==> src/design/c2sa_pkg.sv <==
// Shared types and constants for the Cartesian to spherical angle converter.
`default_nettype none

package c2sa_pkg;

    // Datapath widths after normalisation: the largest magnitude sits in [2^31, 2^32).
    localparam int NORM_W  = 32;
    localparam int SHIFT_W = 5;
    localparam int CORDIC_STEPS = 32;
    // Rotating vector needs headroom for two CORDIC gains and sqrt(2).
    localparam int CVAL_W = 37;
    // Internal binary angle: 2^32 is one full turn, plus sign and margin.
    localparam int ANG_W  = 34;

    typedef logic signed [CVAL_W-1:0] t_cval;
    typedef logic signed [ANG_W-1:0]  t_ang;

    localparam t_ang HALF_TURN    = t_ang'(64'sd2147483648);
    localparam t_ang QUARTER_TURN = t_ang'(64'sd1073741824);

    // CORDIC gain K in Q30.
    localparam logic [30:0] CORDIC_K_Q30 = 31'd1768195363;

    localparam logic [31:0] ATAN_TAB [CORDIC_STEPS] = '{
        32'h20000000, 32'h12E4051E, 32'h09FB385B, 32'h051111D4,
        32'h028B0D43, 32'h0145D7E1, 32'h00A2F61E, 32'h00517C55,
        32'h0028BE53, 32'h00145F2F, 32'h000A2F98, 32'h000517CC,
        32'h00028BE6, 32'h000145F3, 32'h0000A2FA, 32'h0000517D,
        32'h000028BE, 32'h0000145F, 32'h00000A30, 32'h00000518,
        32'h0000028C, 32'h00000146, 32'h000000A3, 32'h00000051,
        32'h00000029, 32'h00000014, 32'h0000000A, 32'h00000005,
        32'h00000003, 32'h00000001, 32'h00000001, 32'h00000000
    };

endpackage

`default_nettype wire

==> src/design/c2sa_cordic_step.sv <==
// One registered vectoring CORDIC micro-rotation.
`default_nettype none

module c2sa_cordic_step #(
    parameter int STEP = 0
) (
    input  logic            i_clk,
    input  logic            i_en,
    input  c2sa_pkg::t_cval i_x,
    input  c2sa_pkg::t_cval i_y,
    input  c2sa_pkg::t_ang  i_a,
    output c2sa_pkg::t_cval o_x,
    output c2sa_pkg::t_cval o_y,
    output c2sa_pkg::t_ang  o_a
);
    import c2sa_pkg::*;

    t_cval r_x, r_y;
    t_ang  r_a;
    t_cval dx, dy;
    t_ang  step_ang;

    assign dx       = i_y >>> STEP;
    assign dy       = i_x >>> STEP;
    assign step_ang = t_ang'({2'b00, ATAN_TAB[STEP]});

    // Rotate toward +x: positive turn only while y is strictly above zero.
    always_ff @(posedge i_clk) begin
        if (i_en) begin
            if (i_y > 0) begin
                r_x <= i_x + dx;
                r_y <= i_y - dy;
                r_a <= i_a + step_ang;
            end else begin
                r_x <= i_x - dx;
                r_y <= i_y + dy;
                r_a <= i_a - step_ang;
            end
        end
    end

    assign o_x = r_x;
    assign o_y = r_y;
    assign o_a = r_a;

endmodule

`default_nettype wire

==> config.mk <==
export PLATFORM = sky130hd
export DESIGN_NAME = c2sa_cordic_step
export DESIGN_NICKNAME = d
export VERILOG_FILES = /design/src/design/c2sa_pkg.sv /design/src/design/c2sa_cordic_step.sv
export SDC_FILE = /design/constraint.sdc
export NUM_CORES = 1
export LEC_CHECK = 0
export BUFFER_PORTS_ARGS = -buffer_cell sky130_fd_sc_hd__buf_4
export CORE_MARGIN = 5
export CORE_UTILIZATION = 25
export DETAILED_ROUTE_END_ITERATION = 12
export PLACE_DENSITY = 0.4
export SKIP_CTS_REPAIR_TIMING = 1
export SLEW_MARGIN = 20
export SYNTH_ARGS = -nofsm -noshare
export SYNTH_HDL_FRONTEND = slang
export SYNTH_SLANG_ARGS = --single-unit
==> constraint.sdc <==
create_clock -name i_clk -period 8.4 [get_ports i_clk]
set_input_delay 0.84 -clock i_clk [delete_from_list [all_inputs] [get_ports i_clk]]
set_output_delay 0.84 -clock i_clk [all_outputs]
set_load 0.05 [all_outputs]
==> results.tsv <==
stage	metric	value	unit
run_status	status	complete, no violations	
setup_path	startpoint	i_x[6]	
global_routing	track_usage	17.4	%
power_and_ir_drop	design_power_total	2210	uW
synthesis	synth_area_leaders	edfxtp_1, ha_1, a21oi_1	
sta	period_minus_slack	4.03	ns
placement	io_buffers	217	
setup_path	startpoint_type	primary input	
setup_path	cp_num_buf_inv	3	
drt	routedWlPerCell	21.4	um
drt	viasPerCell	5.02	
synthesis	synth.distinct_cells	84	
synthesis	syn_avg_cell_area	8.73	sq um
placement	pre_cts_ws	4.01	ns
synthesis	synth_cells	1160	
worst_hold_path	min_path_type	in -> reg	
drt	drt_drc_violations_left	0	
power_and_ir_drop	ir_drop	0.0000868	V
drt	antenna_left	0	
sta	setup_slack	4.37	ns
finish	drive_above_1_share	20.2	%
setup_path	cp_slowest_cell	a2111oi_0	
synthesis	synthAdderAreaFrac	15.0	%
drt	first_pass_iters	5	
sta	rsz0062_at_grt	false	
synthesis	synthArstFlopShare	0	%
run	maxCapViolCount	0	
finish	area_growth	23.6	%
global_routing	grt_pass1_wl	59300	um
setup_path	path_class	in -> reg	
cts	cts_tree	built	
synthesis	synth_edf_count	107	
finish	num_antenna_cells	0	
floorplanning	coreArea	39900	sq um
setup_path	cpMostUsedCell	buf_4	
synthesis	netlist.top_cell.by_area	edfxtp_1	
synthesis	ys_warn_count	0	
setup_path	crit_fanout	11	
synthesis	synth_ff_type	edfxtp_1	
synthesis	synth-compound-area-share	23.5	%
setup_path	critPathTopFamily	compound AO/OA/AOI/OAI gates	
placement	place_hpwl	32000	um
cts	clk_pin_slew	0.08	ns
finish	nets	1571	
setup_path	slowest_delay	0.95	ns
global_routing	grt_max_degree	72	
global_routing	overflow	0	
floorplanning	die_w	211	um
placement	placed_cell_area	12200	sq um
setup_path	cp.depth	13	
floorplanning	ios	218	
sta	final_hold_viol_count	0	
sta	post-route-period-util	48.0	%
power_and_ir_drop	p_leak	0.00535	uW
sta	finalSetupViolCount	0	
cts	clock_path_buffers	2	
synthesis	yosys.area.top_type_share	31.7	%
drt	via_count	9394	
power_and_ir_drop	powerDensity	176	nW/um^2
cts	clock-sinks	107	
setup_path	critical_path_required	8.52	ns
floorplanning	die_height	211	um
placement	routabilityCongestion	0.899	
floorplanning	initial_utilization	25.4	%
sta	fin_setup_tns	0	ns
drt	totalWireLength	40100	um
synthesis	synthXorXnorAreaFrac	6.57	%
synthesis	yosysSeqAreaShare	31.7	%
cts	cts_inserted_buffers	9	
drt	dr.first_iter.drc_count	613	
sta	slew_viol_final	0	
synthesis	synthSimpleGateAreaFrac	14.8	%
synthesis	yosys-mux-area-fraction	1.38	%
sta	max_freq	248	MHz
setup_path	worstSetupEndpointType	flip-flop	
sta	worstMarginPinSlew	1.14	ns
synthesis	ys_ff_latch	107	
global_routing	antenna_found_initial	0	
setup_path	cp.arrival	4.15	ns
synthesis	synth_top_family_by_area	compound AO/OA/AOI/OAI gates	
finish	final_util	31.4	%
setup_path	cp-endpoint	o_x[33]$_DFFE_PP_	
sta	slew-limit-headroom	22.3	%
floorplanning	die_area	44700	sq um
finish	final_area	12500	sq um
cts	cts_max_level	3	
floorplanning	rows	73	
global_routing	grt_pass1_vias	9280	
cts	ctsRootBufferMaster	clkbuf_16	
synthesis	synthesis.area	10100	sq um
setup_path	path_cells	buf_4, inv_1, ha_1, a21oi_1, nand2_1, o21ai_0, o31ai_1, buf_4, a2111oi_0, nor2_1, o211ai_1, a32oi_1, xor2_1	
synthesis	synth_nets	1389	
==> power by group <==
group,leakage (uW),internal (uW),switching [uW]
clock network,0.000147,235,230
registers,0.00105,691,28.6
logic,0.00415,325,697
total,0.00535,1250,956
==> placed cells by master (no fill, tap or decap), drive strengths merged, types with 16 or more instances in the layout <==
cell type | netlist | final
nor2 | 107 | 107
inv | 119 | 121
nor3 | 24 | 24
a21o | 21 | 21
edfxtp | 107 | 107
nor4 | 22 | 22
buf | 32 | 223
o21bai | 19 | 19
nand3 | 26 | 26
ha | 115 | 115
a21oi | 121 | 121
o211ai | 17 | 17
nand2 | 61 | 61
xnor2 | 67 | 67
o21ai | 76 | 76
nand2b | 16 | 16
==> flip-flops by register name, summed over array words and instances, names as in the netlist <==
register,cells
o_x,37
o_y,36
o_a,34
==> per-stage QoR <==
step,instances,hold WS (ns)
global route,1872,0.607
detailed placement,1856,1.02
floorplan,1160,0.939
CTS,1872,0.603
global placement,1856,1.02
finish,1872,0.630
==> Yosys cell counts, types with 19 or more instances <==
cell type and instances:
inv_1 114, nand3_1 26, xnor2_1 67, nor2_1 107, a21oi_1 120, ha_1 115
nor3_1 23, a21o_1 21, nand2_1 61, o21bai_1 19, clkbuf_1 19, o21ai_0 74
nor4_1 20, edfxtp_1 107
==> cell type report <==
cell class	count	area [sq um]
fillers	4283	27400
clock inverters	6	71.3
repair buffers	223	1670
multi-input cells	879	6220
inverters	122	458
well taps	525	657
flip-flops and latches	107	3210
clock buffers	10	229
==> cells by family after synthesis <==
group,Yosys count
xor gates and xnor gates,76
DFF,107
AOI/OAI and AO/OA,361
muxes,14
and+or+nand+nor,309
adders and majority gates,119
buffers and inverters,174
==> worst min-delay path by stage <==
stage                     startpoint  cells past startpoint                end  slack [ns]
after floorplan               i_a[0]                      0   o_a[0]$_DFFE_PP_        0.94
after global placement       i_a[23]                      1  o_a[23]$_DFFE_PP_        1.02
after detailed placement     i_a[28]                      1  o_a[28]$_DFFE_PP_        1.02
after CTS                    i_a[28]                      1  o_a[28]$_DFFE_PP_        0.60
after global routing          i_a[9]                      1   o_a[9]$_DFFE_PP_        0.61
final                         i_a[9]                      1   o_a[9]$_DFFE_PP_        0.63
==> routing by layer <==
layer  vias to the layer above  GRT usage [%]  share of wire (%)
met5                         -              0                  0
met2                       295           28.4                 46
li1                       4540              -                  -
met1                      4512           23.5                 45
met3                        47           2.70                5.4
met4                         0           6.04                2.8
Note: power is estimated with default switching activity, not from simulation.
